File: src/sv/wfps_pkg.sv
// Shared types and constants for the wall-follow PID steering block.
// Used by every module of the block; depends on nothing.
package wfps_pkg;

  // Configuration register indexes
  localparam logic [2:0] CFG_FOLLOW_MODE     = 3'd0;
  localparam logic [2:0] CFG_TARGET_DISTANCE = 3'd1;
  localparam logic [2:0] CFG_BAND_HALF_WIDTH = 3'd2;
  localparam logic [2:0] CFG_FRONT_THRESHOLD = 3'd3;
  localparam logic [2:0] CFG_GAIN_P          = 3'd4;
  localparam logic [2:0] CFG_GAIN_I          = 3'd5;
  localparam logic [2:0] CFG_GAIN_D          = 3'd6;

  // Follow modes (code 3 behaves as stop)
  localparam logic [1:0] MODE_STOP  = 2'd0;
  localparam logic [1:0] MODE_RIGHT = 2'd1;
  localparam logic [1:0] MODE_LEFT  = 2'd2;

  // Result status codes
  localparam logic [1:0] STAT_STOPPED  = 2'd0;
  localparam logic [1:0] STAT_TRACKING = 2'd1;
  localparam logic [1:0] STAT_SLOWED   = 2'd2;
  localparam logic [1:0] STAT_EVASIVE  = 2'd3;

  // Register reset values
  localparam logic [1:0]         RST_FOLLOW_MODE     = MODE_RIGHT;
  localparam logic [15:0]        RST_TARGET_DISTANCE = 16'd512;
  localparam logic [15:0]        RST_BAND_HALF_WIDTH = 16'd512;
  localparam logic [15:0]        RST_FRONT_THRESHOLD = 16'd768;
  localparam logic signed [15:0] RST_GAIN_P          = 16'sd77;
  localparam logic signed [15:0] RST_GAIN_I          = 16'sd0;
  localparam logic signed [15:0] RST_GAIN_D          = 16'sd768;

  // Q1.14 command constants
  localparam logic [14:0]        SPEED_CRUISE = 15'd8192;
  localparam logic [14:0]        SPEED_SLOW   = 15'd1638;
  localparam logic signed [15:0] TURN_FULL    = 16'sd16384;

  // Q16.16 clamp limits, PID sum width
  localparam logic signed [36:0] SUM_MAX = 37'sd65536;
  localparam logic signed [36:0] SUM_MIN = -37'sd65536;
  // Integral saturation limits in the 35-bit accumulate width
  localparam logic signed [34:0] ACC_MAX = 35'sh0_7FFF_FFFF;
  localparam logic signed [34:0] ACC_MIN = 35'sh7_8000_0000;

  typedef struct packed {
    logic [15:0] front_distance;
    logic [15:0] left_distance;
    logic [15:0] right_distance;
  } wfps_in_t;

  typedef struct packed {
    logic signed [15:0] turn_rate;
    logic [14:0]        forward_speed;
    logic [1:0]         status;
  } wfps_out_t;

  typedef struct packed {
    logic [1:0]         follow_mode;
    logic [15:0]        target_distance;
    logic [15:0]        band_half_width;
    logic [15:0]        front_threshold;
    logic signed [15:0] gain_p;
    logic signed [15:0] gain_i;
    logic signed [15:0] gain_d;
  } wfps_cfg_t;

  // Classified item handed from the front end to the PID back end
  typedef struct packed {
    logic               active;     // mode on and distance inside the band
    logic               left_side;  // following the left wall
    logic signed [17:0] err;        // target - distance, Q8.8
    logic               slow;       // front obstacle within 1.5 * threshold
    logic               evade;      // front obstacle within threshold
    logic               turn_pos;   // evasive turn direction is positive
  } wfps_cls_t;

endpackage

File: src/sv/wfps_front.sv
// Front end: classifies an incoming range sample into a queue entry.
// Depends on wfps_pkg.
module wfps_front (
  input  wfps_pkg::wfps_cfg_t cfg,
  input  wfps_pkg::wfps_in_t  smp,
  output wfps_pkg::wfps_cls_t cls
);

  logic [15:0]        side_dist;
  logic               mode_on;
  logic               left_side;
  logic [16:0]        band_hi;
  logic signed [17:0] band_lo;
  logic [16:0]        front_x2;
  logic [17:0]        thr_x3;

  always_comb begin
    left_side = (cfg.follow_mode == wfps_pkg::MODE_LEFT);
    mode_on   = (cfg.follow_mode == wfps_pkg::MODE_RIGHT) || left_side;
    side_dist = left_side ? smp.left_distance : smp.right_distance;
    band_hi   = {1'b0, cfg.target_distance} + {1'b0, cfg.band_half_width};
    band_lo   = $signed({2'b00, cfg.target_distance}) - $signed({2'b00, cfg.band_half_width});
    front_x2  = {smp.front_distance, 1'b0};
    thr_x3    = {2'b00, cfg.front_threshold} + {1'b0, cfg.front_threshold, 1'b0};

    cls.active    = mode_on && ({1'b0, side_dist} < band_hi) &&
                    ($signed({2'b00, side_dist}) > band_lo);
    cls.left_side = left_side;
    cls.err       = $signed({2'b00, cfg.target_distance}) - $signed({2'b00, side_dist});
    cls.slow      = (smp.front_distance != 16'd0) && ({1'b0, front_x2} < thr_x3);
    cls.evade     = cls.slow && (smp.front_distance < cfg.front_threshold);
    cls.turn_pos  = smp.left_distance < smp.right_distance;
  end

endmodule

File: src/sv/wfps_queue.sv
// Short FIFO of classified items between front end and PID back end.
// Depends on wfps_pkg.
module wfps_queue #(
  parameter int DEPTH = 4
) (
  input  logic                clk,
  input  logic                rst_n,
  input  logic                push,
  input  wfps_pkg::wfps_cls_t wr_data,
  input  logic                pop,
  output wfps_pkg::wfps_cls_t rd_data,
  output logic                full,
  output logic                not_empty
);

  localparam int PW = (DEPTH > 1) ? $clog2(DEPTH) : 1;
  localparam int CW = $clog2(DEPTH + 1);
  localparam logic [PW-1:0] LAST = PW'(DEPTH - 1);

  wfps_pkg::wfps_cls_t mem_r [DEPTH];
  logic [PW-1:0] wr_ptr_r, wr_ptr_nxt;
  logic [PW-1:0] rd_ptr_r, rd_ptr_nxt;
  logic [CW-1:0] cnt_r, cnt_nxt;

  assign full      = (cnt_r == CW'(DEPTH));
  assign not_empty = (cnt_r != '0);
  assign rd_data   = mem_r[rd_ptr_r];

  always_comb begin
    wr_ptr_nxt = wr_ptr_r;
    rd_ptr_nxt = rd_ptr_r;
    cnt_nxt    = cnt_r;
    if (push) begin
      wr_ptr_nxt = (wr_ptr_r == LAST) ? '0 : wr_ptr_r + 1'b1;
    end
    if (pop) begin
      rd_ptr_nxt = (rd_ptr_r == LAST) ? '0 : rd_ptr_r + 1'b1;
    end
    if (push && !pop) begin
      cnt_nxt = cnt_r + 1'b1;
    end else if (pop && !push) begin
      cnt_nxt = cnt_r - 1'b1;
    end
  end

  always_ff @(posedge clk) begin
    if (!rst_n) begin
      wr_ptr_r <= '0;
      rd_ptr_r <= '0;
      cnt_r    <= '0;
    end else begin
      wr_ptr_r <= wr_ptr_nxt;
      rd_ptr_r <= rd_ptr_nxt;
      cnt_r    <= cnt_nxt;
    end
  end

  always_ff @(posedge clk) begin
    if (push) begin
      mem_r[wr_ptr_r] <= wr_data;
    end
  end

endmodule

File: src/sv/wfps_back.sv
// PID back end: products and integral/last-error update, then sum, clamp and
// command selection into the output register. Depends on wfps_pkg.
module wfps_back (
  input  logic                clk,
  input  logic                rst_n,
  input  wfps_pkg::wfps_cfg_t cfg,
  input  logic                q_valid,
  input  wfps_pkg::wfps_cls_t q_data,
  output logic                q_pop,
  output logic                out_valid,
  input  logic                out_stall,
  output wfps_pkg::wfps_out_t out_data
);

  // PID state
  logic signed [17:0] last_err_r;
  logic signed [31:0] integ_r, integ_nxt;

  // stage 1 registers
  logic               s1_valid_r;
  logic               s1_active_r;
  logic               s1_left_r;
  logic               s1_slow_r;
  logic               s1_evade_r;
  logic               s1_turn_pos_r;
  logic signed [33:0] s1_p_r;
  logic signed [31:0] s1_acc_r;
  logic signed [34:0] s1_d_r;

  // output register
  logic                out_valid_r;
  wfps_pkg::wfps_out_t out_data_r, out_data_nxt;

  logic               s1_adv;
  logic signed [33:0] p_prod;
  logic signed [33:0] i_prod;
  logic signed [34:0] acc_sum;
  logic signed [18:0] err_diff;
  logic signed [34:0] d_prod;
  logic signed [36:0] pid_sum;
  logic signed [17:0] pid_clamp;
  logic signed [17:0] turn_q14;
  logic signed [15:0] turn_pid;

  assign s1_adv    = !out_valid_r || !out_stall;
  assign q_pop     = q_valid && (!s1_valid_r || s1_adv);
  assign out_valid = out_valid_r;
  assign out_data  = out_data_r;

  // stage 1: products and saturated integral
  always_comb begin
    p_prod   = cfg.gain_p * q_data.err;
    i_prod   = cfg.gain_i * q_data.err;
    acc_sum  = 35'(integ_r) + 35'(i_prod);
    err_diff = 19'(q_data.err) - 19'(last_err_r);
    d_prod   = cfg.gain_d * err_diff;
    if (acc_sum > wfps_pkg::ACC_MAX) begin
      integ_nxt = 32'sh7FFF_FFFF;
    end else if (acc_sum < wfps_pkg::ACC_MIN) begin
      integ_nxt = 32'sh8000_0000;
    end else begin
      integ_nxt = acc_sum[31:0];
    end
  end

  // stage 2: sum, clamp, Q16.16 -> Q1.14 with round half up, command select
  always_comb begin
    pid_sum = 37'(s1_p_r) + 37'(s1_acc_r) + 37'(s1_d_r);
    if (pid_sum > wfps_pkg::SUM_MAX) begin
      pid_clamp = 18'sd65536;
    end else if (pid_sum < wfps_pkg::SUM_MIN) begin
      pid_clamp = -18'sd65536;
    end else begin
      pid_clamp = pid_sum[17:0];
    end
    turn_q14 = (pid_clamp + 18'sd2) >>> 2;
    turn_pid = s1_left_r ? -turn_q14[15:0] : turn_q14[15:0];

    out_data_nxt.turn_rate     = '0;
    out_data_nxt.forward_speed = '0;
    out_data_nxt.status        = wfps_pkg::STAT_STOPPED;
    if (s1_active_r) begin
      if (s1_evade_r) begin
        out_data_nxt.turn_rate     = s1_turn_pos_r ? wfps_pkg::TURN_FULL
                                                   : -wfps_pkg::TURN_FULL;
        out_data_nxt.forward_speed = wfps_pkg::SPEED_SLOW;
        out_data_nxt.status        = wfps_pkg::STAT_EVASIVE;
      end else if (s1_slow_r) begin
        out_data_nxt.turn_rate     = turn_pid;
        out_data_nxt.forward_speed = wfps_pkg::SPEED_SLOW;
        out_data_nxt.status        = wfps_pkg::STAT_SLOWED;
      end else begin
        out_data_nxt.turn_rate     = turn_pid;
        out_data_nxt.forward_speed = wfps_pkg::SPEED_CRUISE;
        out_data_nxt.status        = wfps_pkg::STAT_TRACKING;
      end
    end
  end

  always_ff @(posedge clk) begin
    if (!rst_n) begin
      last_err_r  <= '0;
      integ_r     <= '0;
      s1_valid_r  <= 1'b0;
      out_valid_r <= 1'b0;
    end else begin
      if (q_pop && q_data.active) begin
        last_err_r <= q_data.err;
        integ_r    <= integ_nxt;
      end
      if (q_pop) begin
        s1_valid_r <= 1'b1;
      end else if (s1_adv) begin
        s1_valid_r <= 1'b0;
      end
      if (s1_adv) begin
        out_valid_r <= s1_valid_r;
      end
    end
  end

  always_ff @(posedge clk) begin
    if (q_pop) begin
      s1_active_r   <= q_data.active;
      s1_left_r     <= q_data.left_side;
      s1_slow_r     <= q_data.slow;
      s1_evade_r    <= q_data.evade;
      s1_turn_pos_r <= q_data.turn_pos;
      s1_p_r        <= p_prod;
      s1_acc_r      <= integ_nxt;
      s1_d_r        <= d_prod;
    end
    if (s1_adv && s1_valid_r) begin
      out_data_r <= out_data_nxt;
    end
  end

endmodule

File: src/sv/wall_follow_pid_steer_top.sv
// Top level of the wall-follow PID steering block: config registers, front end,
// item queue and PID back end. Depends on wfps_pkg, wfps_front, wfps_queue, wfps_back.

// Wall-following steering controller. Each transfer on the in_ channel carries
// front, left and right range readings (unsigned Q8.8 metres) and produces
// exactly one transfer on the out_ channel: turn rate and forward speed in
// Q1.14 plus a status code (stopped, tracking, slowed, evasive turn). The block
// sustains one item per clock cycle while out_stall is low. With an empty
// queue an item is classified and enqueued, then taken by the PID product
// stage (which also updates the integral and last-error state in the same
// cycle, and that state loop sets the rate), then by the sum/clamp stage into
// the output register. A QUEUE_DEPTH-entry queue sits between the
// classifier and the PID stages; in_stall rises only when it is full, so the
// input side keeps moving while a result waits on out_stall. Items outside
// the tracking band, or in stop mode, still pass through and give an all-zero
// result without touching the PID state. Configuration registers are written
// through cfg_we/cfg_addr/cfg_wdata and must only change while the block is
// idle; unknown indexes are ignored. No post-reset initialization is needed.
module wall_follow_pid_steer_top #(
  parameter int QUEUE_DEPTH = 4
) (
  input  logic                clk,
  input  logic                rst_n,
  // input channel
  input  logic                in_valid,
  output logic                in_stall,
  input  wfps_pkg::wfps_in_t  in_data,
  // result channel
  output logic                out_valid,
  input  logic                out_stall,
  output wfps_pkg::wfps_out_t out_data,
  // configuration write port
  input  logic                cfg_we,
  input  logic [2:0]          cfg_addr,
  input  logic [15:0]         cfg_wdata
);

  wfps_pkg::wfps_cfg_t cfg_r;
  wfps_pkg::wfps_cls_t cls;
  wfps_pkg::wfps_cls_t q_head;
  logic                q_full;
  logic                q_not_empty;
  logic                q_pop;
  logic                in_xfer;

  // config registers
  always_ff @(posedge clk) begin
    if (!rst_n) begin
      cfg_r.follow_mode     <= wfps_pkg::RST_FOLLOW_MODE;
      cfg_r.target_distance <= wfps_pkg::RST_TARGET_DISTANCE;
      cfg_r.band_half_width <= wfps_pkg::RST_BAND_HALF_WIDTH;
      cfg_r.front_threshold <= wfps_pkg::RST_FRONT_THRESHOLD;
      cfg_r.gain_p          <= wfps_pkg::RST_GAIN_P;
      cfg_r.gain_i          <= wfps_pkg::RST_GAIN_I;
      cfg_r.gain_d          <= wfps_pkg::RST_GAIN_D;
    end else if (cfg_we) begin
      case (cfg_addr)
        wfps_pkg::CFG_FOLLOW_MODE:     cfg_r.follow_mode     <= cfg_wdata[1:0];
        wfps_pkg::CFG_TARGET_DISTANCE: cfg_r.target_distance <= cfg_wdata;
        wfps_pkg::CFG_BAND_HALF_WIDTH: cfg_r.band_half_width <= cfg_wdata;
        wfps_pkg::CFG_FRONT_THRESHOLD: cfg_r.front_threshold <= cfg_wdata;
        wfps_pkg::CFG_GAIN_P:          cfg_r.gain_p          <= $signed(cfg_wdata);
        wfps_pkg::CFG_GAIN_I:          cfg_r.gain_i          <= $signed(cfg_wdata);
        wfps_pkg::CFG_GAIN_D:          cfg_r.gain_d          <= $signed(cfg_wdata);
        default: begin
        end
      endcase
    end
  end

  assign in_stall = q_full;
  assign in_xfer  = in_valid && !q_full;

  // classify against band and front thresholds
  wfps_front u_front (
    .cfg (cfg_r),
    .smp (in_data),
    .cls (cls)
  );

  // decouples classification from the PID stages
  wfps_queue #(
    .DEPTH (QUEUE_DEPTH)
  ) u_queue (
    .clk       (clk),
    .rst_n     (rst_n),
    .push      (in_xfer),
    .wr_data   (cls),
    .pop       (q_pop),
    .rd_data   (q_head),
    .full      (q_full),
    .not_empty (q_not_empty)
  );

  // PID law, state update and output register
  wfps_back u_back (
    .clk       (clk),
    .rst_n     (rst_n),
    .cfg       (cfg_r),
    .q_valid   (q_not_empty),
    .q_data    (q_head),
    .q_pop     (q_pop),
    .out_valid (out_valid),
    .out_stall (out_stall),
    .out_data  (out_data)
  );

endmodule

File: config.mk
export PLATFORM = sky130hd
export DESIGN_NAME = wall_follow_pid_steer_top
export DESIGN_NICKNAME = d
export VERILOG_FILES = /design/src/sv/wfps_pkg.sv /design/src/sv/wfps_front.sv /design/src/sv/wfps_queue.sv /design/src/sv/wfps_back.sv /design/src/sv/wall_follow_pid_steer_top.sv
export SDC_FILE = /design/constraint.sdc
export NUM_CORES = 2
export LEC_CHECK = 0
export ABC_AREA = 1
export BUFFER_PORTS_ARGS = -buffer_cell sky130_fd_sc_hd__buf_2
export CORE_ASPECT_RATIO = 1.25
export CORE_MARGIN = 2
export CORE_UTILIZATION = 60
export DETAILED_ROUTE_END_ITERATION = 6
export PLACE_DENSITY = 0.78
export SYNTH_ARGS = -nofsm -noshare
export SYNTH_HDL_FRONTEND = slang
export SYNTH_SLANG_ARGS = --single-unit
export TNS_END_PERCENT = 50
File: constraint.sdc
create_clock -name clk -period 14.9 [get_ports clk]
set_input_delay 0.745 -clock clk [delete_from_list [all_inputs] [get_ports clk]]
set_output_delay 0.745 -clock clk [all_outputs]
set_load 0.01 [all_outputs]
== After elaboration in Yosys (flattened, before gate mapping) ==
Memories as Yosys holds them, arrays and structs flattened. A register that Yosys moved wholly into a read port is not among the register bits.
Index checks and enable logic that the tools add are counted.

* Register bits: 296
* Output and inout port bits: 35
* RAM bits: 92
* Memories: 1
* Input bits: 72
* Logic and storage cells: 116

* Magnitude comparators: 9
* Muxes and demuxes: 19
* $add $sub $neg: 14
* Multipliers: 3
* Equal/unequal tests: 11
* Reduce and logical (&&, ||, !) cells: 32
* Bitwise logic cells: 1

{| class="wikitable"
|+ Memory list
! name !! words !! width !! rd ports !! clocked after memory_dff !! wr ports !! line !! RTL
|-
| u_queue.mem_r || 4 || 23 || 1 || 1 || 1 || wfps_queue.sv:20 || <nowiki>wfps_pkg::wfps_cls_t mem_r [DEPTH];</nowiki>
|}

{| class="wikitable"
|+ Operators with widths
! kind !! count
|-
| multiplier 16 x 18 -> 34 bit || 2
|-
| 2-to-1 mux 16 bit || 4
|-
| 2-to-1 mux 32 bit || 2
|-
| greater-than comparator 37 x 18 -> 1 bit (second input constant) || 1
|-
| < comparator 37 x 17 -> 1 bit (second input constant) || 1
|-
| adder 35 x 35 -> 36 bit || 1
|-
| 2-to-1 mux 18 bit || 2
|-
| adder 32 x 34 -> 35 bit || 1
|-
| adder 34 x 32 -> 35 bit || 1
|-
| greater-than comparator 35 x 32 -> 1 bit (second input constant) || 1
|-
| < comparator 35 x 32 -> 1 bit (second input constant) || 1
|-
| multiplier 16 x 19 -> 35 bit || 1
|-
| subtractor 16 x 16 -> 17 bit || 2
|-
| 2-to-1 mux 33 bit || 1
|-
| < comparator 16 bit || 2
|-
| subtractor 18 x 18 -> 19 bit || 1
|-
| adder 16 x 17 -> 18 bit || 1
|-
| adder 18 x 3 -> 18 bit (second input constant) || 1
|-
| greater-than comparator 17 x 18 -> 1 bit || 1
|-
| < comparator 17 x 18 -> 1 bit || 1
|-
| adder 16 x 16 -> 17 bit || 1
|-
| < comparator 16 x 17 -> 1 bit || 1
|-
| negator 16 bit || 1
|-
| nonzero test 16 bit || 1
|-
| other kinds (20) || 57
|}

== Logic depth before layout (Yosys ltp) ==
* Word-level depth: 9
* Mapped depth: 59
* Mapped depth without buffers: 55

== By module ==
From an unflattened synthesis, not the netlist that was laid out.

* Cells, all modules: 7,256
* Area, all modules: 58,666.3 sq um

{| class="wikitable"
|+ By module, submodules not included
! module !! times used !! area an instance (sq um) !! cells an instance !! sequential area each (sq um)
|-
| wfps_back || 1 || 45,752.6 || 5,625 || 4,794.6
|-
| wfps_front || 1 || 5,086.1 || 789 || 0.0
|-
| wall_follow_pid_steer_top || 1 || 3,935.0 || 560 || 1,961.9
|-
| wfps_queue || 1 || 3,892.5 || 282 || 2,942.8
|}

== Worst setup path after synthesis ==
Ideal clock, no wire load.

* Path kind: flip-flop to flip-flop
* From: reg (tool-made name)
* To: reg u_back.s1_d_r[33] (data pin)
* Path slack: 5,451 ps
* Stages on the path, launching flop included: 55
* Arrival: 9,190 ps
* Period minus slack after synthesis: 9,449 ps
* Data required time: 14,641 ps
* Buffers on the path: 4
* Library setup time: 259 ps
* Cell sequence: dfxtp_1 clkbuf_1 clkinv_1 clkbuf_1 nand2_1 nand3_1 nand2_1 inv_1 clkbuf_1 ha_1 a21oi_1 and2_1 inv_1 nand2_1 nand2_1 a21oi_1 or2_1 nand2_1 [19 not listed] fa_1 fa_1 inv_1 fa_1 ha_1 a21oi_1 o21ai_0 a21oi_1 o21ai_0 a21oi_1 inv_1 nand2_1 nand3_1 a31oi_1 o21ai_0 nand3_1 nand2_1 xor2_1

{| class="wikitable"
|+ RTL lines
! item !! line !! RTL
|-
| to (signal assigned) || wfps_back.sv:131 || <nowiki>s1_d_r <= d_prod;</nowiki>
|-
| to (decl) || wfps_back.sv:28 || <nowiki>logic signed [34:0] s1_d_r;</nowiki>
|}

==> out/summary.txt <==
Worst path slowest cell - clkinv_1
Yosys cell types - 64
Setup TNS - 0 ns
largest net degree at the start of global routing - 64
insertion delay of the later-clocked pin in the worst-skew pair - 0.63 ns
clk_skew - 0.03023 ns
status - finished, final reports clean
most used cell along the critical path - nand2_1
critical path class - reg -> reg
Synth Cell Area - 55670 um^2
Slew HR - 17.24%
CTS H-tree lvls - 2
nets - 8155
maxcap violations - 0
total clock sinks - 371
Synth top cells by count - inv_1, nand2_1, fa_1, nor2_1, ha_1
Crit path max-delay family - adder cells
CTS clk-pin slew, worst paths - 0.07 ns
first-pass GRT wire length - 250600 um
most common cell in the netlist - inv_1
clk root buf - clkbuf_16
port bufs - 98
CTS tree - built
total number of yosys warnings - 0
Starting Density - 60.71%
count of flip-flops with a built-in enable after synthesis - 213
post-DP HPWL - 126600 um
Iter 0 DRT Violations - 3533
Resize count post-CTS - 0
post-DR vias/cell - 5.632
num rows - 124
Seq cells post-synth - 371
IO Pins - 107
top_reg_cell synth - edfxtp_1
WL final - 157100 um
Die W - 276.4 um
CP Launch Type - flop
DIE AREA - 95250 um^2
Slew Viols, Final - 0
slew at the pin with the worst max-slew slack - 1.234 ns
deepest clock path buffer count - 3
type of the most critical hold path - reg -> reg
Async S/R FF share, synth - 0%
area grow syn2layout - 5.525%
Initial DRT Pass Iterations - 7
die height - 344.6 um
GP Congestion - 0.9918
gr ovfl total - 0
drc violations - 0
Antenna Nets Post-Route - 0
fraction of layout cells with a size suffix above 1 - 4.764%
post-synth top area share - 34.02%
gr usage total - 34.18%
fmax - 84.17 MHz
vias in the first global route - 46943
setup bufs post-CTS - 0
Final period util - 79.74%
CP Buf/Inv Count - 12
Final Critical Period - 11.88 ns
initial antenna violation count - 13
arrival time worst endpoint - 12.24 ns
Final Hold Viols - 0
CTS Buf Count - 41
Worst Path Required - 15.26 ns
Synth area leader - fa_1
RSZ-0062 raised after global routing - false
CP max FO - 45
WL per Instance - 19.88 um
Vias - 44491
Critical Path Max Stage Delay - 1.08 ns
hold buffer count at CTS - 0
Core ar. - 91690 um^2
Syn Area/Cell - 8.360 um^2
top cells by area, synth - fa_1, edfxtp_1, ha_1, inv_1, nand2_1
# setup viols final - 0
post-synthesis sequential area ratio - 17.17%
cells after synthesis - 6659
CP endpoint kind - flop
## cell type report
cell class,count,area [um^2]
sequential,371,9559
timing repair buffer,156,925.9
fill,7695,32950
multi-input combinational,4563,39530
clock inverter,22,341.6
tap,1197,1498
antenna,7,17.52
inverter,1530,5746
clock buffer,54,1126
## metrics by stage
stage | cell area (um^2) | setup WS (ns) | hold WS [ns] | std cells | utilization (%)
6_report | 58740 | 3.019 | 0.4847 | 7900 | 64.07
5_1_grt | 58730 | 2.086 | 0.5023 | 7893 | 64.05
4_1_cts | 58730 | 3.292 | 0.4857 | 7893 | 64.05
3_5_place_dp | 57260 | 3.330 | 0.4795 | 7817 | 62.45
3_3_place_gp | 57260 | 3.421 | 0.4677 | 7817 | 62.45
2_1_floorplan | 55690 | 5.451 | 0.4506 | 6666 | -
## final timing paths
path	startpoint	depth (start not counted)	slack, ns	end
setup / recovery	flop	52	3.02	u_back.s1_d_r[33]
hold / removal	cfg_r[69]	2	0.48	cfg_r[69]
setup reg to reg	flop	52	3.02	u_back.s1_d_r[33]
hold reg to reg	cfg_r[69]	2	0.48	cfg_r[69]
## routing by layer
| metal | GRT usage [%] | routed length [um] | up-vias |
|---|---|---|---|
| met3 | 5.934 | 13100 | 568 |
| li1 | - | - | 20192 |
| met5 | 0 | 40 | - |
| met4 | 22.68 | 11930 | 6 |
| met2 | 58.51 | 75580 | 1982 |
| met1 | 39.79 | 56430 | 21743 |
## sequential cells by signal, indices dropped and copies added, names as in the netlist, 2 cells and up, named ones only
name / count
u_back.integ_r: 32
u_queue.wr_ptr_r: 2
cfg_r: 98
u_back.s1_p_r: 34
u_queue.mem_r: 88
u_queue.cnt_r: 3
u_back.out_data: 19
u_back.last_err_r: 17
u_back.s1_d_r: 35
u_queue.rd_ptr_r: 2
u_back.s1_acc_r: 32
## kinds of logic after synthesis
logic type               count (synthesis)  synth area share (%)
XOR/XNOR                               179                 2.816
AND/OR/NAND/NOR                       2268                 16.64
AO/OA/AOI/OAI                          688                 6.801
other                                    1              0.006736
flip-flops                             371                 17.17
buffers and inverters                 1732                 11.89
adder cells (fa/ha/maj)               1420                 44.67
## cells in the final DEF (no fill, tap or decap), drive strengths merged, types with 11 or more instances in the layout
cell	synthesis	layout
o21bai	37	37
edfxtp	213	213
inv	1499	1503
a21oi	345	345
or2	25	25
dfxtp	158	158
nand4	45	45
nor3	33	33
xnor2	57	57
o21a	11	11
o211ai	14	14
clkbuf	163	54
xor2	122	122
nand2	1219	1219
fa	946	946
nor2	708	708
o21ai	221	221
buf	39	156
ha	474	474
nand3	213	213
clkinv	31	40
## worst reg2reg max path: cells and delay by family, from the launching register on
family	cells	cell delay, ns
XOR/XNOR	1	0.14
AO/OA/AOI/OAI	12	2.31
AND/OR/NAND/NOR	19	2.26
buffers and inverters	12	2.87
adder cells (fa/ha/maj)	8	3.74
flip-flops	1	0.31
Power is not shown: default switching activity piles up to over one toggle a cycle in this logic, so the estimate is an artifact.
